$ cat src/hw/rtl/mpl_pkg.sv
// shared types, codes and constants of the motor positioner with limits
// depends on nothing; imported by every module of the block
package mpl_pkg;

  // configuration register indexes
  typedef enum logic [2:0] {
    CFG_DEB_A      = 3'd0,
    CFG_DEB_B      = 3'd1,
    CFG_ENC_TMO    = 3'd2,
    CFG_ENABLE     = 3'd3,
    CFG_INVERT     = 3'd4,
    CFG_MARGIN     = 3'd5
  } cfg_idx_e;

  // transaction action codes
  typedef enum logic [3:0] {
    ACT_INIT  = 4'd0,
    ACT_TICK  = 4'd1,
    ACT_ENC   = 4'd2,
    ACT_LIM_A = 4'd3,
    ACT_LIM_B = 4'd4,
    ACT_HOME  = 4'd5,
    ACT_FWD   = 4'd6,
    ACT_REV   = 4'd7,
    ACT_GOTO  = 4'd8
  } action_e;

  // run state machine, one-hot
  typedef enum logic [5:0] {
    RUN_IDLE    = 6'b000001,
    RUN_FWD     = 6'b000010,
    RUN_REV     = 6'b000100,
    RUN_LIMIT   = 6'b001000,
    RUN_POS     = 6'b010000,
    RUN_TIMEOUT = 6'b100000
  } run_e;

  // run state codes as seen on the result
  localparam logic [2:0] RUN_CODE_IDLE    = 3'd0;
  localparam logic [2:0] RUN_CODE_FWD     = 3'd1;
  localparam logic [2:0] RUN_CODE_REV     = 3'd2;
  localparam logic [2:0] RUN_CODE_LIMIT   = 3'd3;
  localparam logic [2:0] RUN_CODE_POS     = 3'd4;
  localparam logic [2:0] RUN_CODE_TIMEOUT = 3'd5;

  // limit switch state machine, one-hot
  typedef enum logic [2:0] {
    SW_LOW  = 3'b001,
    SW_WAIT = 3'b010,
    SW_HIGH = 3'b100
  } sw_e;

  localparam logic [31:0] POS_MIN = 32'h8000_0000;
  localparam logic [31:0] POS_MAX = 32'h7FFF_FFFF;
  localparam logic [31:0] CNT_MAX = 32'hFFFF_FFFF;

  localparam logic [31:0] DEB_RESET     = 32'd10000;
  localparam logic [31:0] ENC_TMO_RESET = 32'd100000;
  localparam logic [2:0]  ENABLE_RESET  = 3'b111;
  localparam logic [1:0]  INVERT_RESET  = 2'b00;
  localparam logic [15:0] MARGIN_RESET  = 16'd0;

  // enable bits
  localparam int unsigned EN_ENC = 2;

  typedef struct packed {
    logic [31:0] deb_a;
    logic [31:0] deb_b;
    logic [31:0] enc_tmo;
    logic [2:0]  enable;
    logic [1:0]  invert;
    logic [15:0] margin;
  } cfg_t;

  // core to switch debouncer
  typedef struct packed {
    logic change_en;
    logic active;
    logic tick_en;
    logic force_high;
  } sw_ctl_t;

  // switch debouncer to core
  typedef struct packed {
    logic        high;
    logic        deb_fire;
    logic        high_next;
    logic [31:0] trig_pos;
  } sw_stat_t;

  typedef struct packed {
    logic        motor_fwd;
    logic        motor_rev;
    logic [2:0]  run_state;
    logic [31:0] position;
    logic        limit_a_hit;
    logic        limit_b_hit;
    logic [31:0] limit_a_pos;
    logic [31:0] limit_b_pos;
    logic        home_set;
    logic        accepted;
    logic        settled;
  } result_t;

  function automatic logic [2:0] run_code(run_e r);
    logic [2:0] c;
    unique case (r)
      RUN_IDLE:    c = RUN_CODE_IDLE;
      RUN_FWD:     c = RUN_CODE_FWD;
      RUN_REV:     c = RUN_CODE_REV;
      RUN_LIMIT:   c = RUN_CODE_LIMIT;
      RUN_POS:     c = RUN_CODE_POS;
      RUN_TIMEOUT: c = RUN_CODE_TIMEOUT;
      default:     c = RUN_CODE_IDLE;
    endcase
    return c;
  endfunction

endpackage

$ cat src/hw/rtl/motor_positioner_with_limits.sv
// top level of the motor positioner with limits: input and result registers,
// configuration registers; depends on mpl_pkg, mpl_core, mpl_sw_debounce
//
// Usage:
//   Input channel (in_valid_i/in_ready_o) carries one action per transaction:
//   init, tick, encoder edge, limit A/B level change, home, forward, reverse
//   or go-to. Each transaction gives exactly one result transaction on the
//   output channel (out_valid_o/out_ready_i) with drive outputs, run state,
//   position, switch status and accept/settle flags.
//   Timing: a transaction is registered in the input register on acceptance,
//   processed once the result register is free or being drained, and its
//   result is loaded into the result register, which raises out_valid_o.
//   Throughput: one transaction per cycle while unstalled; the state update
//   is a single pass of compare and add logic between the input and result
//   registers. When the receiver stalls, the result is held and one more
//   transaction can wait in the input register; in_ready_o drops after that.
//   Reset clears both channels, loads the configuration defaults and puts
//   the run state at idle with no positions latched.
//   Configuration writes (cfg_we_i, cfg_idx_i, cfg_data_i) take effect at
//   once and are meant for an idle block.
module motor_positioner_with_limits import mpl_pkg::*; (
  input  logic        clk_i,
  input  logic        rst_ni,
  input  logic        cfg_we_i,
  input  logic [2:0]  cfg_idx_i,
  input  logic [31:0] cfg_data_i,
  input  logic        in_valid_i,
  output logic        in_ready_o,
  input  logic [3:0]  action_i,
  input  logic [31:0] target_i,
  input  logic [31:0] home_pos_i,
  input  logic [31:0] far_pos_i,
  input  logic        pin_level_i,
  output logic        out_valid_o,
  input  logic        out_ready_i,
  output logic        motor_fwd_o,
  output logic        motor_rev_o,
  output logic [2:0]  run_state_o,
  output logic [31:0] position_o,
  output logic        limit_a_hit_o,
  output logic        limit_b_hit_o,
  output logic [31:0] limit_a_pos_o,
  output logic [31:0] limit_b_pos_o,
  output logic        home_set_o,
  output logic        accepted_o,
  output logic        settled_o
);

  cfg_t        cfg_q;
  logic        in_valid_q;
  logic [3:0]  action_q;
  logic [31:0] target_q, home_pos_q, far_pos_q;
  logic        pin_level_q;
  logic        out_valid_q;
  result_t     result_q, result_d;
  logic        fire;
  sw_ctl_t  [1:0] sw_ctl;
  sw_stat_t [1:0] sw_stat;
  logic [31:0] raw_pos;

  // configuration registers
  always_ff @(posedge clk_i or negedge rst_ni) begin
    if (!rst_ni) begin
      cfg_q.deb_a   <= DEB_RESET;
      cfg_q.deb_b   <= DEB_RESET;
      cfg_q.enc_tmo <= ENC_TMO_RESET;
      cfg_q.enable  <= ENABLE_RESET;
      cfg_q.invert  <= INVERT_RESET;
      cfg_q.margin  <= MARGIN_RESET;
    end else if (cfg_we_i) begin
      unique case (cfg_idx_i)
        CFG_DEB_A:   cfg_q.deb_a   <= cfg_data_i;
        CFG_DEB_B:   cfg_q.deb_b   <= cfg_data_i;
        CFG_ENC_TMO: cfg_q.enc_tmo <= cfg_data_i;
        CFG_ENABLE:  cfg_q.enable  <= cfg_data_i[2:0];
        CFG_INVERT:  cfg_q.invert  <= cfg_data_i[1:0];
        CFG_MARGIN:  cfg_q.margin  <= cfg_data_i[15:0];
        default: ;
      endcase
    end
  end

  // handshake: process when the result register is free or being drained
  assign fire       = in_valid_q && (!out_valid_q || out_ready_i);
  assign in_ready_o = !in_valid_q || fire;

  always_ff @(posedge clk_i or negedge rst_ni) begin
    if (!rst_ni) begin
      in_valid_q  <= 1'b0;
      out_valid_q <= 1'b0;
    end else begin
      if (in_ready_o) begin
        in_valid_q <= in_valid_i;
      end
      if (fire) begin
        out_valid_q <= 1'b1;
      end else if (out_ready_i) begin
        out_valid_q <= 1'b0;
      end
    end
  end

  // input and result payload registers
  always_ff @(posedge clk_i) begin
    if (in_valid_i && in_ready_o) begin
      action_q    <= action_i;
      target_q    <= target_i;
      home_pos_q  <= home_pos_i;
      far_pos_q   <= far_pos_i;
      pin_level_q <= pin_level_i;
    end
    if (fire) begin
      result_q <= result_d;
    end
  end

  mpl_core u_core (
    .clk_i       (clk_i),
    .rst_ni      (rst_ni),
    .fire_i      (fire),
    .action_i    (action_q),
    .target_i    (target_q),
    .home_pos_i  (home_pos_q),
    .far_pos_i   (far_pos_q),
    .pin_level_i (pin_level_q),
    .cfg_i       (cfg_q),
    .sw_stat_i   (sw_stat),
    .sw_ctl_o    (sw_ctl),
    .raw_pos_o   (raw_pos),
    .result_o    (result_d)
  );

  mpl_sw_debounce u_sw_a (
    .clk_i     (clk_i),
    .rst_ni    (rst_ni),
    .ctl_i     (sw_ctl[0]),
    .raw_pos_i (raw_pos),
    .limit_i   (cfg_q.deb_a),
    .stat_o    (sw_stat[0])
  );

  mpl_sw_debounce u_sw_b (
    .clk_i     (clk_i),
    .rst_ni    (rst_ni),
    .ctl_i     (sw_ctl[1]),
    .raw_pos_i (raw_pos),
    .limit_i   (cfg_q.deb_b),
    .stat_o    (sw_stat[1])
  );

  // result ports
  assign out_valid_o   = out_valid_q;
  assign motor_fwd_o   = result_q.motor_fwd;
  assign motor_rev_o   = result_q.motor_rev;
  assign run_state_o   = result_q.run_state;
  assign position_o    = result_q.position;
  assign limit_a_hit_o = result_q.limit_a_hit;
  assign limit_b_hit_o = result_q.limit_b_hit;
  assign limit_a_pos_o = result_q.limit_a_pos;
  assign limit_b_pos_o = result_q.limit_b_pos;
  assign home_set_o    = result_q.home_set;
  assign accepted_o    = result_q.accepted;
  assign settled_o     = result_q.settled;

endmodule

$ cat src/hw/rtl/mpl_sw_debounce.sv
// one limit switch: level tracking, debounce counter and trigger position
// depends on mpl_pkg
module mpl_sw_debounce import mpl_pkg::*; (
  input  logic        clk_i,
  input  logic        rst_ni,
  input  sw_ctl_t     ctl_i,
  input  logic [31:0] raw_pos_i,
  input  logic [31:0] limit_i,
  output sw_stat_t    stat_o
);

  sw_e         mode_q, mode_d;
  logic [31:0] bounce_q, bounce_d;
  logic [31:0] trig_q, trig_d;
  logic        deb_fire;
  logic        deb_cond;

  // counter after the saturating increment exceeds the limit
  assign deb_cond = (bounce_q == CNT_MAX) ? (limit_i != CNT_MAX) : (bounce_q >= limit_i);

  // next state of the switch
  always_comb begin
    mode_d   = mode_q;
    bounce_d = bounce_q;
    trig_d   = trig_q;
    deb_fire = 1'b0;
    if (ctl_i.change_en) begin
      unique case (mode_q)
        SW_LOW: begin
          if (ctl_i.active) begin
            mode_d   = SW_WAIT;
            bounce_d = '0;
            trig_d   = raw_pos_i;
          end
        end
        SW_WAIT: begin
          if (ctl_i.active) begin
            bounce_d = '0;
            trig_d   = raw_pos_i;
          end else begin
            mode_d   = SW_LOW;
            bounce_d = '0;
            trig_d   = '0;
          end
        end
        SW_HIGH: begin
          if (!ctl_i.active) begin
            mode_d   = SW_LOW;
            bounce_d = '0;
            trig_d   = '0;
          end
        end
        default: mode_d = SW_LOW;
      endcase
    end
    // debounce on tick
    if (ctl_i.tick_en && mode_q == SW_WAIT) begin
      bounce_d = (bounce_q == CNT_MAX) ? bounce_q : bounce_q + 32'd1;
      deb_fire = deb_cond;
      if (deb_cond) begin
        mode_d = SW_HIGH;
      end
    end
    // encoder timeout marks a pending switch as hit
    if (ctl_i.force_high && mode_d == SW_WAIT) begin
      mode_d = SW_HIGH;
    end
  end

  always_ff @(posedge clk_i or negedge rst_ni) begin
    if (!rst_ni) begin
      mode_q   <= SW_LOW;
      bounce_q <= '0;
      trig_q   <= '0;
    end else begin
      mode_q   <= mode_d;
      bounce_q <= bounce_d;
      trig_q   <= trig_d;
    end
  end

  assign stat_o.high      = (mode_q == SW_HIGH);
  assign stat_o.deb_fire  = deb_fire;
  assign stat_o.high_next = (mode_d == SW_HIGH);
  assign stat_o.trig_pos  = trig_q;

endmodule

$ cat src/hw/rtl/mpl_core.sv
// run control, position, encoder watchdog and latched switch positions
// depends on mpl_pkg; drives the two mpl_sw_debounce instances
module mpl_core import mpl_pkg::*; (
  input  logic              clk_i,
  input  logic              rst_ni,
  input  logic              fire_i,
  input  logic [3:0]        action_i,
  input  logic [31:0]       target_i,
  input  logic [31:0]       home_pos_i,
  input  logic [31:0]       far_pos_i,
  input  logic              pin_level_i,
  input  cfg_t              cfg_i,
  input  sw_stat_t [1:0]    sw_stat_i,
  output sw_ctl_t  [1:0]    sw_ctl_o,
  output logic [31:0]       raw_pos_o,
  output result_t           result_o
);

  run_e        run_q, run_d;
  logic [31:0] raw_q, raw_d;
  logic [31:0] dest_q, dest_d;
  logic        margin_q, margin_d;
  logic        started_q, started_d;
  logic [31:0] idle_q, idle_d;
  logic        armed_q, armed_d;
  logic [31:0] swpos_q [2];
  logic [31:0] swpos_d [2];
  logic [1:0]  swval_q, swval_d;

  logic        running;
  logic        idle_cond;
  logic        fwd_stop, rev_stop;
  logic signed [33:0] p_ext, d_ext, m_ext;
  logic [1:0]  force_high;
  logic        is_tick;
  logic        accepted, settled;
  logic        begin_run;
  logic        known;
  logic [31:0] pos0_init;

  assign running = (run_q == RUN_FWD) || (run_q == RUN_REV);
  assign is_tick = fire_i && (action_i == ACT_TICK);

  // idle counter after the saturating increment exceeds the timeout
  assign idle_cond = (idle_q == CNT_MAX) ? (cfg_i.enc_tmo != CNT_MAX)
                                         : (idle_q >= cfg_i.enc_tmo);

  // position stop compare at full precision
  assign p_ext    = {{2{raw_q[31]}}, raw_q};
  assign d_ext    = {{2{dest_q[31]}}, dest_q};
  assign m_ext    = margin_q ? {18'd0, cfg_i.margin} : 34'sd0;
  assign fwd_stop = (p_ext + m_ext) >= d_ext;
  assign rev_stop = (p_ext - m_ext) <= d_ext;

  assign known     = (target_i != '0) && (home_pos_i != '0);
  assign pos0_init = known ? home_pos_i : '0;

  // next state for one transaction
  always_comb begin
    run_d      = run_q;
    raw_d      = raw_q;
    dest_d     = dest_q;
    margin_d   = margin_q;
    started_d  = started_q;
    idle_d     = idle_q;
    armed_d    = armed_q;
    swpos_d    = swpos_q;
    swval_d    = swval_q;
    force_high = 2'b00;
    accepted   = 1'b1;
    settled    = 1'b1;
    begin_run  = 1'b0;
    unique case (action_i)
      ACT_INIT: begin
        if (!started_q) begin
          started_d  = 1'b1;
          swval_d[0] = known;
          swpos_d[0] = pos0_init;
          swpos_d[1] = far_pos_i;
          raw_d      = target_i + pos0_init;
          run_d      = RUN_IDLE;
        end
      end
      ACT_TICK: begin
        // debounced switches latch their trigger position
        for (int s = 0; s < 2; s++) begin
          if (sw_stat_i[s].deb_fire && !swval_q[s]) begin
            swpos_d[s] = sw_stat_i[s].trig_pos;
            swval_d[s] = 1'b1;
          end
        end
        if (cfg_i.enable[EN_ENC] && armed_q) begin
          idle_d = (idle_q == CNT_MAX) ? idle_q : idle_q + 32'd1;
        end
        if (cfg_i.enable[EN_ENC] && armed_q && idle_cond && running) begin
          // encoder timeout marks the approached limit here
          if (run_q == RUN_FWD) begin
            force_high[1] = 1'b1;
            if (!swval_d[1]) begin
              swpos_d[1] = raw_q;
              swval_d[1] = 1'b1;
            end
          end else begin
            force_high[0] = 1'b1;
            if (!swval_d[0]) begin
              swpos_d[0] = raw_q;
              swval_d[0] = 1'b1;
            end
          end
          run_d   = RUN_TIMEOUT;
          settled = 1'b0;
        end else if (run_q == RUN_IDLE) begin
          settled = 1'b1;
        end else if (!running) begin
          settled = 1'b0;
        end else if (run_q == RUN_FWD) begin
          if (sw_stat_i[1].high || sw_stat_i[1].deb_fire) begin
            run_d   = RUN_LIMIT;
            settled = 1'b0;
          end else if (fwd_stop) begin
            margin_d = 1'b0;
            run_d    = RUN_POS;
            settled  = 1'b0;
          end
        end else begin
          if (sw_stat_i[0].high || sw_stat_i[0].deb_fire) begin
            run_d   = RUN_LIMIT;
            settled = 1'b0;
          end else if (rev_stop) begin
            margin_d = 1'b0;
            run_d    = RUN_POS;
            settled  = 1'b0;
          end
        end
      end
      ACT_ENC: begin
        if (started_q && cfg_i.enable[EN_ENC] && running) begin
          raw_d   = (run_q == RUN_FWD) ? raw_q + 32'd1 : raw_q - 32'd1;
          armed_d = 1'b1;
          idle_d  = '0;
        end
      end
      ACT_LIM_A, ACT_LIM_B: begin
        // handled in the switch debouncers
      end
      ACT_HOME: begin
        dest_d     = POS_MIN;
        swval_d[0] = 1'b0;
        begin_run  = 1'b1;
      end
      ACT_FWD: begin
        if ($signed(target_i) <= 32'sd0) begin
          dest_d     = POS_MAX;
          swval_d[1] = 1'b0;
        end else begin
          dest_d = raw_q + target_i;
        end
        begin_run = 1'b1;
      end
      ACT_REV: begin
        if ($signed(target_i) > 32'sd0) begin
          dest_d    = raw_q - target_i;
          begin_run = 1'b1;
        end else begin
          accepted = 1'b0;
        end
      end
      ACT_GOTO: begin
        if (swval_q[0] && (run_q == RUN_IDLE || running)) begin
          dest_d    = target_i + swpos_q[0];
          begin_run = 1'b1;
        end else begin
          accepted = 1'b0;
        end
      end
      default: accepted = 1'b0;
    endcase
    // start a run toward the new destination
    if (begin_run) begin
      run_d   = ($signed(dest_d) > $signed(raw_q)) ? RUN_FWD : RUN_REV;
      armed_d = 1'b1;
      idle_d  = '0;
    end
  end

  // state registers, updated once per transaction
  always_ff @(posedge clk_i or negedge rst_ni) begin
    if (!rst_ni) begin
      run_q      <= RUN_IDLE;
      raw_q      <= '0;
      dest_q     <= '0;
      margin_q   <= 1'b1;
      started_q  <= 1'b0;
      idle_q     <= '0;
      armed_q    <= 1'b0;
      swpos_q[0] <= '0;
      swpos_q[1] <= '0;
      swval_q    <= 2'b00;
    end else if (fire_i) begin
      run_q      <= run_d;
      raw_q      <= raw_d;
      dest_q     <= dest_d;
      margin_q   <= margin_d;
      started_q  <= started_d;
      idle_q     <= idle_d;
      armed_q    <= armed_d;
      swpos_q[0] <= swpos_d[0];
      swpos_q[1] <= swpos_d[1];
      swval_q    <= swval_d;
    end
  end

  // switch control
  assign sw_ctl_o[0].change_en  = fire_i && (action_i == ACT_LIM_A) && started_q
                                  && cfg_i.enable[0];
  assign sw_ctl_o[1].change_en  = fire_i && (action_i == ACT_LIM_B) && started_q
                                  && cfg_i.enable[1];
  assign sw_ctl_o[0].active     = pin_level_i ^ cfg_i.invert[0];
  assign sw_ctl_o[1].active     = pin_level_i ^ cfg_i.invert[1];
  assign sw_ctl_o[0].tick_en    = is_tick && cfg_i.enable[0];
  assign sw_ctl_o[1].tick_en    = is_tick && cfg_i.enable[1];
  assign sw_ctl_o[0].force_high = fire_i && force_high[0];
  assign sw_ctl_o[1].force_high = fire_i && force_high[1];
  assign raw_pos_o              = raw_q;

  // result from the updated state
  assign result_o.motor_fwd   = (run_d == RUN_FWD);
  assign result_o.motor_rev   = (run_d == RUN_REV);
  assign result_o.run_state   = run_code(run_d);
  assign result_o.position    = swval_d[0] ? raw_d - swpos_d[0] : raw_d;
  assign result_o.limit_a_hit = sw_stat_i[0].high_next;
  assign result_o.limit_b_hit = sw_stat_i[1].high_next;
  assign result_o.limit_a_pos = swval_d[0] ? swpos_d[0] : '0;
  assign result_o.limit_b_pos = swval_d[1] ? swpos_d[1] : '0;
  assign result_o.home_set    = swval_d[0];
  assign result_o.accepted    = accepted;
  assign result_o.settled     = settled;

endmodule

$ cat config.mk
export PLATFORM = sky130hd
export DESIGN_NAME = motor_positioner_with_limits
export DESIGN_NICKNAME = d
export VERILOG_FILES = /design/src/hw/rtl/mpl_pkg.sv /design/src/hw/rtl/motor_positioner_with_limits.sv /design/src/hw/rtl/mpl_sw_debounce.sv /design/src/hw/rtl/mpl_core.sv
export SDC_FILE = /design/constraint.sdc
export NUM_CORES = 2
export LEC_CHECK = 0
export ABC_AREA = 1
export ABC_CLOCK_PERIOD_IN_PS = 8800
export BUFFER_PORTS_ARGS = -buffer_cell sky130_fd_sc_hd__buf_4
export CELL_PAD_IN_SITES_DETAIL_PLACEMENT = 1
export CELL_PAD_IN_SITES_GLOBAL_PLACEMENT = 1
export CORE_MARGIN = 2
export CORE_UTILIZATION = 45
export DETAILED_ROUTE_END_ITERATION = 10
export PLACE_DENSITY = 0.79
export SYNTH_ARGS = -nofsm -noshare
export SYNTH_HDL_FRONTEND = slang
export SYNTH_SLANG_ARGS = --single-unit
$ cat constraint.sdc
create_clock -name clk_i -period 8.8 [get_ports clk_i]
set_input_delay 0.44 -clock clk_i [delete_from_list [all_inputs] [get_ports clk_i]]
set_output_delay 0.44 -clock clk_i [all_outputs]
set_load 0.02 [all_outputs]
---- Yosys cells after proc, flatten, opt, wreduce, memory -nomap -nowiden ----
Cells that the tools add are included.
W data, S select, Z words.
word-level totals
  register bits after elaboration ......... 631
  bits of input ports ..................... 141
  word-level logic and storage cells ...... 298
  output and inout port bits .............. 108
operators by class
  equality and inequality tests ........... 53
  add/subtract/negate cells ............... 12
  reductions and logical operators ........ 69
  bitwise logic cells ..................... 4
  magnitude comparators ................... 8
  muxes and demuxes ....................... 112
operator list
  cell                     count
  $mux W32                 32
  $pmux W32 S3             4
  $add A32 B1 Y32 const B  4
  $mux W64                 2
  $pmux W32 S2             2
  $pmux W32 S4             1
  $pmux W64 S2             1
  $add A32 B32 Y32         3
  $eq A32 B32 Y1 const B   3
  $ge A32 B32 Y1           3
  $ne A32 B32 Y1 const B   3
  $reduce_bool A32 Y1      2
  $sub A32 B32 Y32         2
  $mux W6                  10
  $mux W3                  13
  $mux W1                  35
  $ge A34 B32 Y1           1
  $le A34 B32 Y1           1
  $add A32 B17 Y33         1
  $sub A32 B17 Y33         1
  $gt A32 B1 Y1 const B    1
  $gt A32 B32 Y1           1
  $le A32 B1 Y1 const B    1
  $sub A32 B1 Y32 const B  1
  other kinds (42)         130

---- Depth between registers and ports, before layout ----
  word-level depth ........................ 17
  gate-level depth with buffers ........... 46
  gate-level depth less buffers ........... 44

---- Modules after synthesis ----
From an unflattened synthesis, not the netlist that was laid out.
second synthesis, totals
  cell total of the unflattened synthesis .. 7108
  area total of the unflattened synthesis .. 50597.3 um2
modules (own cells, without submodules)
  module                        cells an instance  seq. area each (um2)  area an instance (um2)  instances
  mpl_core                      5088               4281.6                30162.7                 1
  motor_positioner_with_limits  736                9217.6                10939.2                 1
  mpl_sw_debounce (u_sw_a)      643                1677.9                4794.6                  1
  mpl_sw_debounce (u_sw_b)      641                1677.9                4700.8                  1

---- Least setup slack after synthesis ----
No wires, ideal clock.
  kind .................................... register to register
  start ................................... register target_q[1]
  end ..................................... register result_q (netlist bit position_o[30]), data pin
  setup slack ............................. 3579 ps
  path buffers ............................ 1
  clock period less this slack ............ 5221 ps
  arrival time ............................ 4968 ps
  library setup time ...................... 252 ps
  cell stages (with the launch flop) ...... 37
  required time ........................... 8548 ps
  path through ............................ edfxtp_1 -> inv_1 -> nand3_1 -> nor4_1 -> nand2_1 -> nand2_1 -> buf_1 -> nor2_1 -> ha_1 -> inv_1 -> nor3_1 -> nand2_1 -> nand2_1 -> nand2_1 -> nand2_1 -> a21oi_1 -> o21ai_0 -> inv_1 -> nand2_1 -> nand3_1 -> a21oi_1 -> o21ai_0 -> o21ai_0 -> inv_1 -> ha_1 -> nand2_1 -> inv_1 -> nand3_1 -> nor3_1 -> nand3_1 -> nand3_1 -> nand3_1 -> nand2_1 -> a21oi_1 -> or2_2 -> nand3_1 -> nand2_1
RTL lines
  item                    line                                 source
  from (decl)             motor_positioner_with_limits.sv:52   logic [31:0] target_q, home_pos_q, far_pos_q;
  from (signal assigned)  motor_positioner_with_limits.sv:107  target_q <= target_i;
  to (signal assigned)    motor_positioner_with_limits.sv:113  result_q <= result_d;
  to (decl)               motor_positioner_with_limits.sv:55   result_t result_q, result_d;

==> flow_metrics.tcl <==
set metrics [dict create \
    end_kind "register" \
    post_drt_wl_per_cell_um 27.2 \
    final_util_pct 52.1 \
    final_nets 7588 \
    synthArstFlopShare_pct 67.2 \
    reg2regPathDepth 30 \
    synth_top_area_share_pct 20.6 \
    max_freq_ghz 0.136 \
    maxCapViolCount 0 \
    maxSlewViolCount 0 \
    syn_area_per_cell_um2 7.24 \
    setup_viol 0 \
    ys_types 68 \
    slew_headroom_pct 20.6 \
    report.final.hold_viol_count 0 \
    root_buffer "clkbuf_16" \
    min_path_type "input pin to register" \
    timing.hold.ws_ps 32.2 \
    yosysWarnings 0 \
    place_hpwl_mm 177 \
    grtUsageMet1_pct 48.5 \
    critPathMaxFanout 32 \
    grt_util_met3_pct 7.51 \
    rows 120 \
    grt_busiest_layer "met2" \
    irDropWorstVdd_mv 0.180 \
    drc 0 \
    clkTransAtPathRegs_ps 60 \
    grt_pass1_wl_mm 338 \
    cts_made_buffers 78 \
    netlist_area_um2 48800 \
    place_congestion 1.04 \
    grt-ovfl-total 0 \
    clock_sinks 631 \
    drt_first_pass_iters 5 \
    ys.flop_type "dfrtp_1" \
    synth_edf_count 207 \
    grt_max_degree 93 \
    route.vias.total 51400 \
    crit_path_max_incr_delay_ps 600 \
    grt_usage_pct 40.8 \
    portBuffers 248 \
    routed_via_density 6.04 \
    start_util_pct 45.5 \
    worst_pin_slew_ps 1180 \
    drive_gt1_share_pct 8.22 \
    path_common_cell "nand2_1" \
    min_path_cells 1 \
    synth_area_leaders "dfrtp_1 21%, edfxtp_1 13%, nand2_1 12%" \
    crit_type "register to register" \
    power.density_nw_per_um2 362 \
    die_w_um 333 \
    die_y_um 333 \
    startpoint_type "register" \
    rsz0062_at_grt "false" \
    die_area_um2 111000 \
    setup-tns-final_ps 0 \
    critPathRequiredTime_ps 9240 \
    critical_path_arrival_ps 7790 \
    status "finished, final reports clean" \
    p_total_mw 20.3 \
    syn_nets 7305 \
    fin_skew_ps 48.8 \
    antenna_found_initial 12 \
    fin_crit_ps 7360 \
    totalWireLength_mm 231 \
    ant_nets 0 \
    core_um2 107000 \
    yosys_register_bits 631 \
    p_leak_nw 27.0 \
    htreeDepth 3 \
    postCtsResizedCells 0 \
    drt-initial-drc-count 4661 \
    synth_cells 6742 \
    ys_seq_area_share_pct 34.5 \
    finalCritPeriodShare_pct 83.6 \
    cts_tree "yes" \
    grt_pass1_vias 51900 \
    clk_latency_ps 710 \
    met2_usage_pct 65.7 \
    io_pins 249 \
    crit_slowest_cell "nor4_1" \
    synth_top_area_cell "dfrtp_1" \
    area_growth_pct 14.7 \
    clk_path_buf_depth 3 \
]
==> final cells by class <==
cell class	instances	area, µm²
Fill cell	13600	51400
Tap cell	1403	1760
Antenna cell	10	25.0
Inverter	909	3430
Sequential cell	631	16900
Clock inverter	49	666
Timing Repair Buffer	434	3510
Clock buffer	97	2110
Multi-Input combinational cell	4971	27600
==> cells by family after synthesis <==
kind of cell    share of synthesized area (%)
xor+xnor                                 2.89
flops                                    34.5
fa+ha+maj                                10.9
compound gates                           17.8
buf+inv                                  9.00
simple gates                             24.2
mux                                     0.656
==> synthesized netlist by cell type (7+ instances only) <==
| cell type | n |
|---|---|
| a21boi_0 | 11 |
| dfstp_2 | 23 |
| nand2_2 | 10 |
| xor2_1 | 131 |
| nand3_1 | 337 |
| clkinv_1 | 12 |
| nor3_1 | 127 |
| a21o_1 | 19 |
| a221oi_1 | 10 |
| nand3b_1 | 9 |
| buf_1 | 13 |
| xnor2_1 | 30 |
| o31ai_1 | 22 |
| buf_2 | 37 |
| nor4_1 | 37 |
| inv_1 | 881 |
| nand2_1 | 1511 |
| buf_4 | 7 |
| edfxtp_1 | 207 |
| nor2_1 | 552 |
| a31oi_1 | 61 |
| fa_1 | 8 |
| o21ai_1 | 77 |
| nand4_1 | 124 |
| o21bai_1 | 31 |
| nand3_2 | 8 |
| a21oi_1 | 559 |
| o22ai_1 | 16 |
| o211ai_1 | 47 |
| dfrtp_1 | 401 |
| nor2_2 | 8 |
| or2_2 | 23 |
| clkbuf_1 | 168 |
| and3_1 | 9 |
| o21a_1 | 19 |
| a22oi_1 | 63 |
| inv_2 | 13 |
| o221ai_1 | 13 |
| mux2i_1 | 32 |
| o21ai_0 | 601 |
| ha_1 | 414 |
==> final timing paths <==
check	from	endpoint	slack, ps
hold reg to reg	u_sw_a.trig_q[20]	u_sw_a.trig_q[20]	490
hold / removal	home_pos_i[14]	home_pos_q[14]	30
min in group asynchronous	rst_ni	u_core.dest_q[22]	370
max in group asynchronous	rst_ni	cfg_q[81]	6130
setup reg to reg	target_q[1]	position_o[30]	1440
setup / recovery	target_q[1]	position_o[30]	1440
==> critical path: cells and delay by family (launching register included) <==
kind / cells / cell delay, ps
AOI/OAI and AO/OA: 6 / 1490
adders and majority gates: 2 / 900
buffers and inverters: 4 / 950
DFF: 1 / 480
and+or+nand+nor: 18 / 3250
==> metrics by stage <==
step	instance area, µm²	std cells	setup slack (ps)
global placement	52200	8252	1800
global route	55900	8496	928
finish	55900	8504	1440
detailed placement	52200	8252	1720
floorplan	48800	6742	3580
CTS	55900	8494	1670
==> report_power, final <==
| part | internal, mW | switching (mW) | leakage (nW) | total (mW) |
|---|---|---|---|---|
| registers | 3.81 | 0.721 | 7.39 | 4.53 |
| clock network | 2.05 | 1.51 | 1.34 | 3.56 |
| logic | 3.70 | 8.47 | 18.3 | 12.2 |
| total | 9.56 | 10.7 | 27.0 | 20.3 |
==> cell usage in the layout, fill, tap and decap left out, drive strengths merged, types with 207 or more instances in the layout <==
cell type  count
a21oi        561
buf          338
dfrtp        401
edfxtp       207
ha           414
inv          896
nand2       1524
nand3        346
nor2         563
o21ai        680
==> routing by layer <==
layer  vias to the layer above  share of wire (%)  routed length [µm]
met5                         -              0.050                 115
met4                        16                8.7               20000
met3                       659                7.3               16900
met2                      2138                 45              105000
met1                     25300                 39               89100
li1                      23200                  -                   -
==> flip-flops by register name (all words and copies together) (netlist names), 4 cells and up <==
signal / count
action_q: 4
limit_b_pos_o: 32
u_core.raw_pos_o: 32
u_sw_a.bounce_q: 32
u_core.idle_q: 32
target_q: 32
u_core.dest_q: 32
home_pos_q: 32
u_sw_b.trig_q: 32
limit_a_pos_o: 32
u_core.swpos_q: 64
u_sw_a.trig_q: 32
far_pos_q: 32
cfg_q: 117
u_sw_b.bounce_q: 32
position_o: 32
u_core.run_q: 6
==> what timing repair did <==
action                                  CTS  global route
endpoints found under the hold margin   166             0
buffers inserted                          0             0
hold buffers                             96             0
endpoints found under the setup margin    0             0
Note: power is estimated with default switching activity, not from simulation.
